--- config.mk ---
export PLATFORM = sky130hd
export DESIGN_NAME = hit_front
export DESIGN_NICKNAME = d
export VERILOG_FILES = /design/src/rtl/hit_pkg.sv /design/src/rtl/hit_front.sv
export SDC_FILE = /design/constraint.sdc
export NUM_CORES = 1
export LEC_CHECK = 0
export BUFFER_PORTS_ARGS = -buffer_cell sky130_fd_sc_hd__buf_4
export CAP_MARGIN = 25
export CORE_AREA = 3 3 67 69
export DETAILED_ROUTE_END_ITERATION = 10
export DIE_AREA = 0 0 70 72
export GPL_ROUTABILITY_DRIVEN = 0
export PLACE_DENSITY = 0.79
export SLEW_MARGIN = 20
export SYNTH_ARGS = -nofsm -noshare
export SYNTH_HDL_FRONTEND = slang
export SYNTH_SLANG_ARGS = --single-unit
--- constraint.sdc ---
create_clock -name vclk -period 2.58
set_input_delay 0.645 -clock vclk [all_inputs]
set_output_delay 0.645 -clock vclk [all_outputs]
set_load 0.01 [all_outputs]
--- src/rtl/hit_pkg.sv ---
`timescale 1ns / 1ps
// Shared types and constants for the hash intern table.
// Used by every module under rtl/ but hit_ram; depends on nothing.
package hit_pkg;

    // SLOTS must stay a power of two: the home slot is the low key bits.
    localparam int SLOTS        = 4096;
    localparam int SLOT_W       = $clog2(SLOTS);
    localparam int BUFFER_BYTES = 1048576;
    localparam int KEY_W        = 64;
    localparam int LEN_W        = 21;
    localparam int OFF_W        = 20;
    localparam int STATUS_W     = 3;

    localparam int QDEPTH = 2;
    localparam int QPTR_W = $clog2(QDEPTH);
    localparam int QCNT_W = $clog2(QDEPTH + 1);

    localparam logic CMD_INTERN  = 1'b0;
    localparam logic CMD_RESOLVE = 1'b1;

    localparam logic [STATUS_W-1:0] STS_INSERTED = 3'd0;
    localparam logic [STATUS_W-1:0] STS_PRESENT  = 3'd1;
    localparam logic [STATUS_W-1:0] STS_ZERO_KEY = 3'd2;
    localparam logic [STATUS_W-1:0] STS_FULL     = 3'd3;
    localparam logic [STATUS_W-1:0] STS_OVERFLOW = 3'd4;
    localparam logic [STATUS_W-1:0] STS_FOUND    = 3'd5;
    localparam logic [STATUS_W-1:0] STS_UNKNOWN  = 3'd6;

    localparam logic [1:0] KIND_INTERN       = 2'd0;
    localparam logic [1:0] KIND_RESOLVE      = 2'd1;
    localparam logic [1:0] KIND_ZERO_INTERN  = 2'd2;
    localparam logic [1:0] KIND_ZERO_RESOLVE = 2'd3;

    typedef struct packed {
        logic             command;
        logic [KEY_W-1:0] key;
        logic [LEN_W-1:0] string_length;
    } t_in_item;

    typedef struct packed {
        logic [STATUS_W-1:0] status;
        logic [OFF_W-1:0]    offset;
    } t_out_item;

    typedef struct packed {
        logic [1:0]       kind;
        logic [KEY_W-1:0] key;
        logic [LEN_W-1:0] len;
    } t_job;

    typedef struct packed {
        logic full;
        logic empty;
    } t_q_stat;

    // Slot entry: published offset is stored as offset+1, zero = none.
    typedef struct packed {
        logic [KEY_W-1:0] key;
        logic [LEN_W-1:0] offs;
    } t_slot;

endpackage

--- src/rtl/hit_front.sv ---
`timescale 1ns / 1ps
// Front end: accepts requests, sorts out zero keys and fixes the length.
// Depends on hit_pkg; feeds hit_queue.
module hit_front (
    input  logic             i_valid,
    input  hit_pkg::t_in_item i_item,
    output logic             o_stall,
    input  hit_pkg::t_q_stat i_q_stat,
    input  logic             i_clr_done,
    output logic             o_push,
    output hit_pkg::t_job    o_job
);
    import hit_pkg::*;

    // Hold off while the slot store is being cleared or the queue is full.
    assign o_stall = !i_clr_done || i_q_stat.full;
    assign o_push  = i_valid && !o_stall;

    always_comb begin
        o_job.key = i_item.key;
        o_job.len = (i_item.string_length == '0) ? LEN_W'(1) : i_item.string_length;
        if (i_item.key == '0) begin
            o_job.kind = (i_item.command == CMD_RESOLVE) ? KIND_ZERO_RESOLVE
                                                         : KIND_ZERO_INTERN;
        end else begin
            o_job.kind = (i_item.command == CMD_RESOLVE) ? KIND_RESOLVE : KIND_INTERN;
        end
    end
endmodule

# Word-level counts from Yosys, hierarchy flattened
# Cells that the tools add are included.
# W data, S select, Z words.
# word_totals
ramBits	0
wordCells	10
out_inout_bits	89
latchBits	0
ff_bits	0
mem_count	0
romBits	0
# op_classes
order_cmp	0
n_reduce_logical	6
bitwise_logic	0
addsub	0
n_mul	0
shift	0
n_mux	4
eq_ne	0
div	0
# ops
op	count
$logic_not A64 Y1	1
$logic_not A21 Y1	1
$mux W21	1
$logic_not A1 Y1	2
$mux W1	2
$mux W2	1
$logic_and A1 B1 Y1	1
$logic_or A1 B1 Y1	1

# Depth between registers and ports, before layout
# logic_depth
depth_word	4
depth_mapped	3
mapped_depth_nobuf	3

# Worst setup path before layout
# No wires, ideal clock.
# synth_path
path_kind	input -> output
startpoint	in i_item[21] (netlist name)
endpoint	out o_job[86] (netlist name)
t_required_ps	1935
slack_ps	539
stages	3
arrival_ps	1396
cell_sequence	nor4_1 -> nand4_1 -> nor4_2
# synth_rtl
item	line_no	text
start: declaration	hit_front.sv:6	input hit_pkg::t_in_item i_item,
end: declaration	hit_front.sv:11	output hit_pkg::t_job o_job

==> results_dict.tcl <==
set metrics [dict create \
    ctsResizeCount 0 \
    initial_core_util 0.193 \
    hold_depth 0 \
    hpwl_um 3440 \
    syn_avg_cell_area_sq_um 6.61 \
    routed_via_density 4.16 \
    dr.pass1.iters 2 \
    fin_tns_setup_ns 0 \
    wirelength_um 3550 \
    overflow 0 \
    power_density_nw_per_um2 176 \
    seq_cells 0 \
    peakVddDrop_v 0.0000899 \
    worst_pin_slew_ns 0.321 \
    grt_pass1_wl_um 5000 \
    n_antenna_cell 0 \
    status "finished, final reports clean" \
    ys_warn_count 0 \
    drt.antenna.violating_nets 0 \
    crit_fanout 2 \
    area_growth_pct 107 \
    final-setup-viol-count 0 \
    min_period_ns 2.33 \
    holdCritPathClass "input port to output port" \
    synth_cells 116 \
    antenna_found_initial 0 \
    fp.dieH_um 72 \
    core_area_sq_um 3970 \
    totalPowerFinal_w 0.000279 \
    synth_top_cell_area_share 0.636 \
    drc 0 \
    syn_area_sq_um 767 \
    cap_viol_max_count 0 \
    cts_hold_buf 0 \
    nets 299 \
    yosys-top-cells-count "65 x buf_4, 20 x clkbuf_1, 20 x nor4_1, 4 x nand4_1, 2 x nor4_2" \
    finalHoldViolCount 0 \
    fill_cells 415 \
    cp_data_required_time_ns 1.93 \
    drt_iter0_drc 10 \
    syn_nets 206 \
    p_leak_nw 0.876 \
    portBuffers 176 \
    vias 1068 \
    yosysTopAreaCell "buf_4" \
    fmax_ghz 0.428 \
    wl_per_cell_um 13.8 \
    n_clock_buffer 0 \
    ff_latch_area_sq_um 0 \
    slew_headroom 0.784 \
    die_area_sq_um 5040 \
    grt_pass1_vias 1061 \
    ys_types 10 \
    endpoint_kind "output port" \
    critPathKind "input port to output port" \
    hold_ws_ns 1.29 \
    start_kind "input port" \
    grt_util_all_layers 0.119 \
    ys_seq_area_frac 0 \
    grt_max_degree 3 \
    dieWidth_um 70 \
    yosysMostFrequentCell "buf_4" \
    fin_crit_sh 0.905 \
    cts_setup_buffers 0 \
    crit_arrival_ns 1.69 \
    boundaryPins 179 \
    core.rowCount 23 \
    dp_slack_ns 0.211 \
    fin_ws_ns 0.246 \
    drive_above_1_share 0.865 \
    slew_violations 0 \
    grt_setup_unrepaired "false" \
    synth_area_leaders "buf_4 64%, nor4_1 16%, clkbuf_1 9.8%" \
]
[final timing paths]
path	start	endpoint
worst max-delay path	i_item[21]	o_job[86]
worst min-delay path	i_item[85]	o_job[85]
[worst max-delay path: stages]
cell and delay [ns]:
buf_4 0.11, nor4_1 0.31, nand4_1 0.18, nor4_2 0.29, buf_4 0.16
[routing by layer]
layer / track usage / share of wire / routed length [um]
met4: 0 / 0 / 0
met2: 0.276 / 0.59 / 2110
met1: 0.104 / 0.26 / 927
met3: 0.0332 / 0.14 / 512
met5: 0 / 0 / 0
[cell usage in the layout (no fill, tap or decap)]
| cell | Yosys | routed |
|---|---|---|
| buf_4 | 65 | 176 |
| nor4_1 | 20 | 20 |
| a31o_2 | 1 | 1 |
| nor4_2 | 2 | 2 |
| and3_1 | 1 | 1 |
| inv_1 | 1 | 1 |
| nand4_1 | 4 | 4 |
| nor2_1 | 1 | 1 |
| nand2b_1 | 1 | 1 |
[cell families after synthesis]
family | count (synthesis) | share of synthesized area
AOI/OAI and AO/OA | 1 | 0.0114
buffers and inverters | 86 | 0.739
and+or+nand+nor | 29 | 0.250
[final cells by class]
class              instances  area (sq um)  share of cell area
inverters                  1          3.75             0.00236
multi-input cells         30           200               0.126
repair buffers           176          1320               0.832
well taps                 50          62.6              0.0394
[per-stage QoR]
stage	instance area, sq um	std cells	utilization
floorplan	767	116	-
global placement	1590	257	0.400
detailed placement	1590	257	0.400
CTS	1590	257	0.400
global route	1590	257	0.400
finish	1590	257	0.400
[report_power, final]
group / switching, W / internal (W) / total [W]
clock: 0 / 0 / 0
sequential: 0 / 0 / 0
combinational: 0.000106 / 0.000173 / 0.000279
total: 0.000106 / 0.000173 / 0.000279
No activity file was read; power rests on OpenSTA's default activity.
