==> src/rtl/hit_pkg.sv <==
`timescale 1ns / 1ps
// Shared types and constants for the hash intern table.
// Used by every module under rtl/ but hit_ram; depends on nothing.
package hit_pkg;

    // SLOTS must stay a power of two: the home slot is the low key bits.
    localparam int SLOTS        = 4096;
    localparam int SLOT_W       = $clog2(SLOTS);
    localparam int BUFFER_BYTES = 1048576;
    localparam int KEY_W        = 64;
    localparam int LEN_W        = 21;
    localparam int OFF_W        = 20;
    localparam int STATUS_W     = 3;

    localparam int QDEPTH = 2;
    localparam int QPTR_W = $clog2(QDEPTH);
    localparam int QCNT_W = $clog2(QDEPTH + 1);

    localparam logic CMD_INTERN  = 1'b0;
    localparam logic CMD_RESOLVE = 1'b1;

    localparam logic [STATUS_W-1:0] STS_INSERTED = 3'd0;
    localparam logic [STATUS_W-1:0] STS_PRESENT  = 3'd1;
    localparam logic [STATUS_W-1:0] STS_ZERO_KEY = 3'd2;
    localparam logic [STATUS_W-1:0] STS_FULL     = 3'd3;
    localparam logic [STATUS_W-1:0] STS_OVERFLOW = 3'd4;
    localparam logic [STATUS_W-1:0] STS_FOUND    = 3'd5;
    localparam logic [STATUS_W-1:0] STS_UNKNOWN  = 3'd6;

    localparam logic [1:0] KIND_INTERN       = 2'd0;
    localparam logic [1:0] KIND_RESOLVE      = 2'd1;
    localparam logic [1:0] KIND_ZERO_INTERN  = 2'd2;
    localparam logic [1:0] KIND_ZERO_RESOLVE = 2'd3;

    typedef struct packed {
        logic             command;
        logic [KEY_W-1:0] key;
        logic [LEN_W-1:0] string_length;
    } t_in_item;

    typedef struct packed {
        logic [STATUS_W-1:0] status;
        logic [OFF_W-1:0]    offset;
    } t_out_item;

    typedef struct packed {
        logic [1:0]       kind;
        logic [KEY_W-1:0] key;
        logic [LEN_W-1:0] len;
    } t_job;

    typedef struct packed {
        logic full;
        logic empty;
    } t_q_stat;

    // Slot entry: published offset is stored as offset+1, zero = none.
    typedef struct packed {
        logic [KEY_W-1:0] key;
        logic [LEN_W-1:0] offs;
    } t_slot;

endpackage

==> src/rtl/hit_queue.sv <==
`timescale 1ns / 1ps
// Short request queue between the front end and the probe engine.
// Depends on hit_pkg.
module hit_queue (
    input  logic             i_clk,
    input  logic             i_rst_n,
    input  logic             i_push,
    input  hit_pkg::t_job    i_job,
    input  logic             i_pop,
    output hit_pkg::t_job    o_job,
    output hit_pkg::t_q_stat o_stat
);
    import hit_pkg::*;

    t_job              r_data [QDEPTH];
    logic [QPTR_W-1:0] r_wptr, n_wptr;
    logic [QPTR_W-1:0] r_rptr, n_rptr;
    logic [QCNT_W-1:0] r_count, n_count;

    function automatic logic [QPTR_W-1:0] ptr_inc(input logic [QPTR_W-1:0] p);
        return (p == QPTR_W'(QDEPTH - 1)) ? '0 : p + QPTR_W'(1);
    endfunction

    always_comb begin
        n_wptr  = i_push ? ptr_inc(r_wptr) : r_wptr;
        n_rptr  = i_pop  ? ptr_inc(r_rptr) : r_rptr;
        n_count = r_count + QCNT_W'(i_push) - QCNT_W'(i_pop);
    end

    always_ff @(posedge i_clk) begin
        if (!i_rst_n) begin
            r_wptr  <= '0;
            r_rptr  <= '0;
            r_count <= '0;
        end else begin
            r_wptr  <= n_wptr;
            r_rptr  <= n_rptr;
            r_count <= n_count;
        end
        if (i_push) begin
            r_data[r_wptr] <= i_job;
        end
    end

    assign o_job        = r_data[r_rptr];
    assign o_stat.full  = (r_count == QCNT_W'(QDEPTH));
    assign o_stat.empty = (r_count == '0);

    a_no_overflow: assert property (@(posedge i_clk) disable iff (!i_rst_n)
        i_push |-> !o_stat.full)
        else $error("queue push while full");
    a_no_underflow: assert property (@(posedge i_clk) disable iff (!i_rst_n)
        i_pop |-> !o_stat.empty)
        else $error("queue pop while empty");
    a_count_range: assert property (@(posedge i_clk) disable iff (!i_rst_n)
        r_count <= QCNT_W'(QDEPTH))
        else $error("queue count out of range");
endmodule

==> config.mk <==
export PLATFORM = sky130hd
export DESIGN_NAME = hit_queue
export DESIGN_NICKNAME = d
export VERILOG_FILES = /design/src/rtl/hit_pkg.sv /design/src/rtl/hit_queue.sv
export SDC_FILE = /design/constraint.sdc
export NUM_CORES = 1
export LEC_CHECK = 0
export BUFFER_PORTS_ARGS = -buffer_cell sky130_fd_sc_hd__buf_2
export CAP_MARGIN = 20
export CORE_MARGIN = 1
export CORE_UTILIZATION = 52
export CTS_CLUSTER_DIAMETER = 100
export DETAILED_ROUTE_END_ITERATION = 7
export PLACE_DENSITY = 0.88
export SYNTH_ARGS = -nofsm -noshare
export SYNTH_HDL_FRONTEND = slang
export SYNTH_SLANG_ARGS = --single-unit
==> constraint.sdc <==
create_clock -name i_clk -period 6.5 [get_ports i_clk]
set_clock_uncertainty 0.15 [all_clocks]
set_input_delay 0 -clock i_clk [delete_from_list [all_inputs] [get_ports i_clk]]
set_output_delay 0 -clock i_clk [all_outputs]
set_load 0.01 [all_outputs]
-- Yosys cells after proc, flatten, opt, wreduce, memory -nomap -nowiden
Memory sizes are Yosys's and may differ from the RTL's. A register that Yosys moved wholly into a read port is not among the register bits.
Cells that the tools add are included.
- bits in writable memories: 174
- memories kept: 1
- output and inout port bits: 89
- input bits: 91
- bits in registers: 4
- word-level logic and storage cells: 16
- memory list (memory ; words ; width ; rd ports ; clocked after memory_dff ; wr ports ; RTL line ; source):
    r_data ; 2 ; 87 ; 1 ; 1 ; 1 ; hit_queue.sv:15 ; t_job r_data [QDEPTH];
- reductions and logical operators: 1
- equal/unequal tests: 1
- add/subtract/negate cells: 4
- muxes and demuxes: 6
- operators with widths (kind ; count):
    two-way mux 1 bit ; 6
    adder 1 bit, second input constant ; 2
    adder 2 x 1 -> 2 bit ; 1
    equality test 2 bit, second input constant ; 1
    logical NOT 2 bit ; 1
    subtractor 2 x 1 -> 2 bit ; 1

-- Depth between registers and ports, before layout
- depth after elaboration: 4
- depth in mapped cells: 6
- depth with buffers taken out: 6

-- Least setup slack after synthesis
Ideal clock, no wire load.
- path type: register to register
- start point: register r_wptr
- end point: memory r_data[0][0] (netlist bit) (enable)
- stages on the path, launching flop included: 2
- slack: 1629 ps
- arrival: 4177 ps
- cell sequence: dfxtp_1 nor2b_1
- RTL lines (element ; RTL line ; source):
    start, declared ; hit_queue.sv:16 ; logic [QPTR_W-1:0] r_wptr, n_wptr;
    start signal, assigned ; hit_queue.sv:36 ; r_wptr <= n_wptr;
    end, declared ; hit_queue.sv:15 ;
No word-level cell before the write port.

==> results_dict.tcl <==
set metrics [dict create \
    num_rows 40 \
    drc 0 \
    ys_types 14 \
    stdcell_count 757 \
    fin_nets 668 \
    yosys.area.top_type "edfxtp_1" \
    cts_setup_buffers 0 \
    die_h_um 115 \
    syn_to_final_growth_pct 39.7 \
    hold_depth 2 \
    io-pin-count 180 \
    synthesis.nets 385 \
    r2r_cells 2 \
    synth.cell_area_um2 6620 \
    cts.sinks 179 \
    hold_slack_ns 0.150 \
    wirelength_um 14000 \
    synth_edf_count 174 \
    synthFlopType "edfxtp_1" \
    fill_cells 699 \
    p_per_area_nw_per_um2 297 \
    finalSetupTns_ns 0 \
    via_per_inst 5.06 \
    worst_path_max_delay_cell "buf_4" \
    synth_seq_cells 179 \
    async_reset_ff_frac 0 \
    initial_core_util 0.542 \
    yosysMostFrequentCell "edfxtp_1" \
    power.switching_mw 0.575 \
    grt_pass1_vias 4005 \
    fin_util 0.758 \
    numCtsBuffers 17 \
    postCtsHoldBufs 91 \
    crit_chain "buf_4 -> mux2_2 -> buf_2" \
    core_area_um2 12200 \
    synthTopCellsByCount "edfxtp_1 (174), mux2_2 (57), mux2_4 (30)" \
    fmax_mhz 388 \
    firstDrtPassIters 4 \
    r2r_end "r_data[0][64]" \
    dp_cells 632 \
    pre_cts_slack_ns 4.36 \
    min_to "r_data[1][75]" \
    antenna_found_initial 0 \
    die_x_um 115 \
    clock_path_buffers 2 \
    synth_top_area_share 0.789 \
    drt.antenna.violating_nets 0 \
    dieArea_um2 13200 \
    p_total_mw 2.75 \
    syn-instance-count 292 \
    switching_share 0.209 \
    cts_resized 0 \
    worst_slack_ns 3.93 \
    pwr-share-clk 0.387 \
    drive_above_1_share 0.512 \
    yosys_warnings 0 \
    max_cap_viol_count 0 \
    seqPwrFrac 0.494 \
    setup-violations-final 0 \
    ir_drop_uv 242 \
    detailroute.via_count 3828 \
    critical_path_class "reg -> out" \
    fin_crit_sh 0.396 \
    drt_iter0_drc 203 \
    worstPathMaxFanout 60 \
    hold_violations 0 \
    rrSetupSlack_ns 4.62 \
    grt_start_max_net_pins 88 \
    hp-class "in -> reg" \
    cts-root-buf "clkbuf_16" \
    share_comb_of_total_power 0.119 \
    ys_top_cells_by_area "edfxtp_1 (79%), mux2_2 (9.7%), mux2_4 (6.8%)" \
    crit_path_max_incr_delay_ns 0.78 \
    final_area_um2 9250 \
    grtUsageTotal 0.220 \
    slew_headroom 0.370 \
    critPathBufInv 2 \
    routedWlPerCell_um 18.5 \
    startpoint_type "flip-flop" \
    layout_min_cycle_time_ns 2.57 \
    htree_levels 4 \
    cts.clk_slew.worst_paths_ns 0.06 \
    final_max_slew_viol_count 0 \
    critPathCaptureType "primary output" \
    overflow 0 \
    rsz0062_at_grt "no" \
    worst_slew_pin_slew_ns 0.945 \
    yosysSeqAreaShare 0.804 \
    io_buffers 179 \
    cts_tree "done" \
    hp-start "i_job[75]" \
    clk-insertion-delay-late_ns 0.42 \
    cp.required_ns 6.35 \
    dp_hpwl_um 7170 \
    p_int_mw 2.17 \
    arrival_ns 2.42 \
    grt_pass1_wl_um 20600 \
    cellLeakagePower_nw 3.59 \
    worstReg2RegStart "r_wptr" \
    cpLargestDelayFamily "buffers and inverters" \
    status "finished, final reports clean" \
    globalplace.congestion 0.678 \
    syn_area_per_cell_um2 22.7 \
    place_area_um2 7700 \
]
-- flip-flops by register name (all words and copies together) (netlist names), named ones only --
name / flops
r_data: 174
r_count: 2
r_rptr: 1
r_wptr: 1
-- final cells by class --
class / instances / area (um2) / area share
multi-input cells: 101 / 1220 / 0.132
clock inverters: 9 / 153 / 0.0165
well taps: 168 / 210 / 0.0227
clock buffers: 23 / 468 / 0.0506
flip-flops and latches: 179 / 5330 / 0.576
inverters: 2 / 7.51 / 0.000811
diodes: 1 / 2.50 / 0.000270
repair buffers: 274 / 1860 / 0.201
-- metal layers --
metal  GRT usage  vias up  part of all wire
li1            -     1721                 -
met1       0.243     1862              0.37
met2       0.385      208              0.53
met3      0.0606       37             0.071
met4       0.122        0             0.029
met5           0        -                 0
-- kinds of logic (layout without fill, tap and decap cells) --
kind of cell	after synthesis	count (layout)	synth area share
AO/OA/AOI/OAI	1	1	0.00113
flip-flops	179	179	0.804
AND/OR/NAND/NOR	9	9	0.00812
buffers and inverters	12	308	0.0134
XOR/XNOR	2	2	0.00472
adder cells (fa/ha/maj)	2	2	0.00378
other	0	1	0
multiplexers	87	87	0.165
-- cell usage in the layout (no fill, tap or decap), types with 3 or more instances in the layout --
cell type	instances
bufinv_16	4
dfxtp_1	4
clkbuf_16	17
dlygate4sd3_1	91
nor2b_1	3
edfxtp_1	174
clkbuf_1	4
mux2_2	57
clkinvlp_4	3
buf_2	179
mux2_4	30
and2_1	3
-- power groups by stage --
stage               Clock [mW]  Combinational (mW)  Sequential, mW
CTS                       1.07               0.319            1.36
floorplan                    0               0.171            1.37
global placement             0               0.265            1.38
finish                    1.06               0.327            1.36
detailed placement           0               0.274            1.38
global route              1.12               0.348            1.36
-- worst max path at each step --
| stage | startpoint | slack (ns) | cells after the start | end |
|---|---|---|---|---|
| after floorplan | r_wptr | 1.63 | 1 | r_data[0][0] |
| after global placement | r_wptr | 4.00 | 2 | r_data[0][73] |
| after detailed placement | flip-flop | 4.36 | 3 | o_job[6] |
| after CTS | flip-flop | 3.90 | 3 | o_job[80] |
| after global routing | flip-flop | 3.81 | 3 | o_job[84] |
| final | flip-flop | 3.93 | 3 | o_job[84] |
No activity file was read; power rests on OpenSTA's default activity.
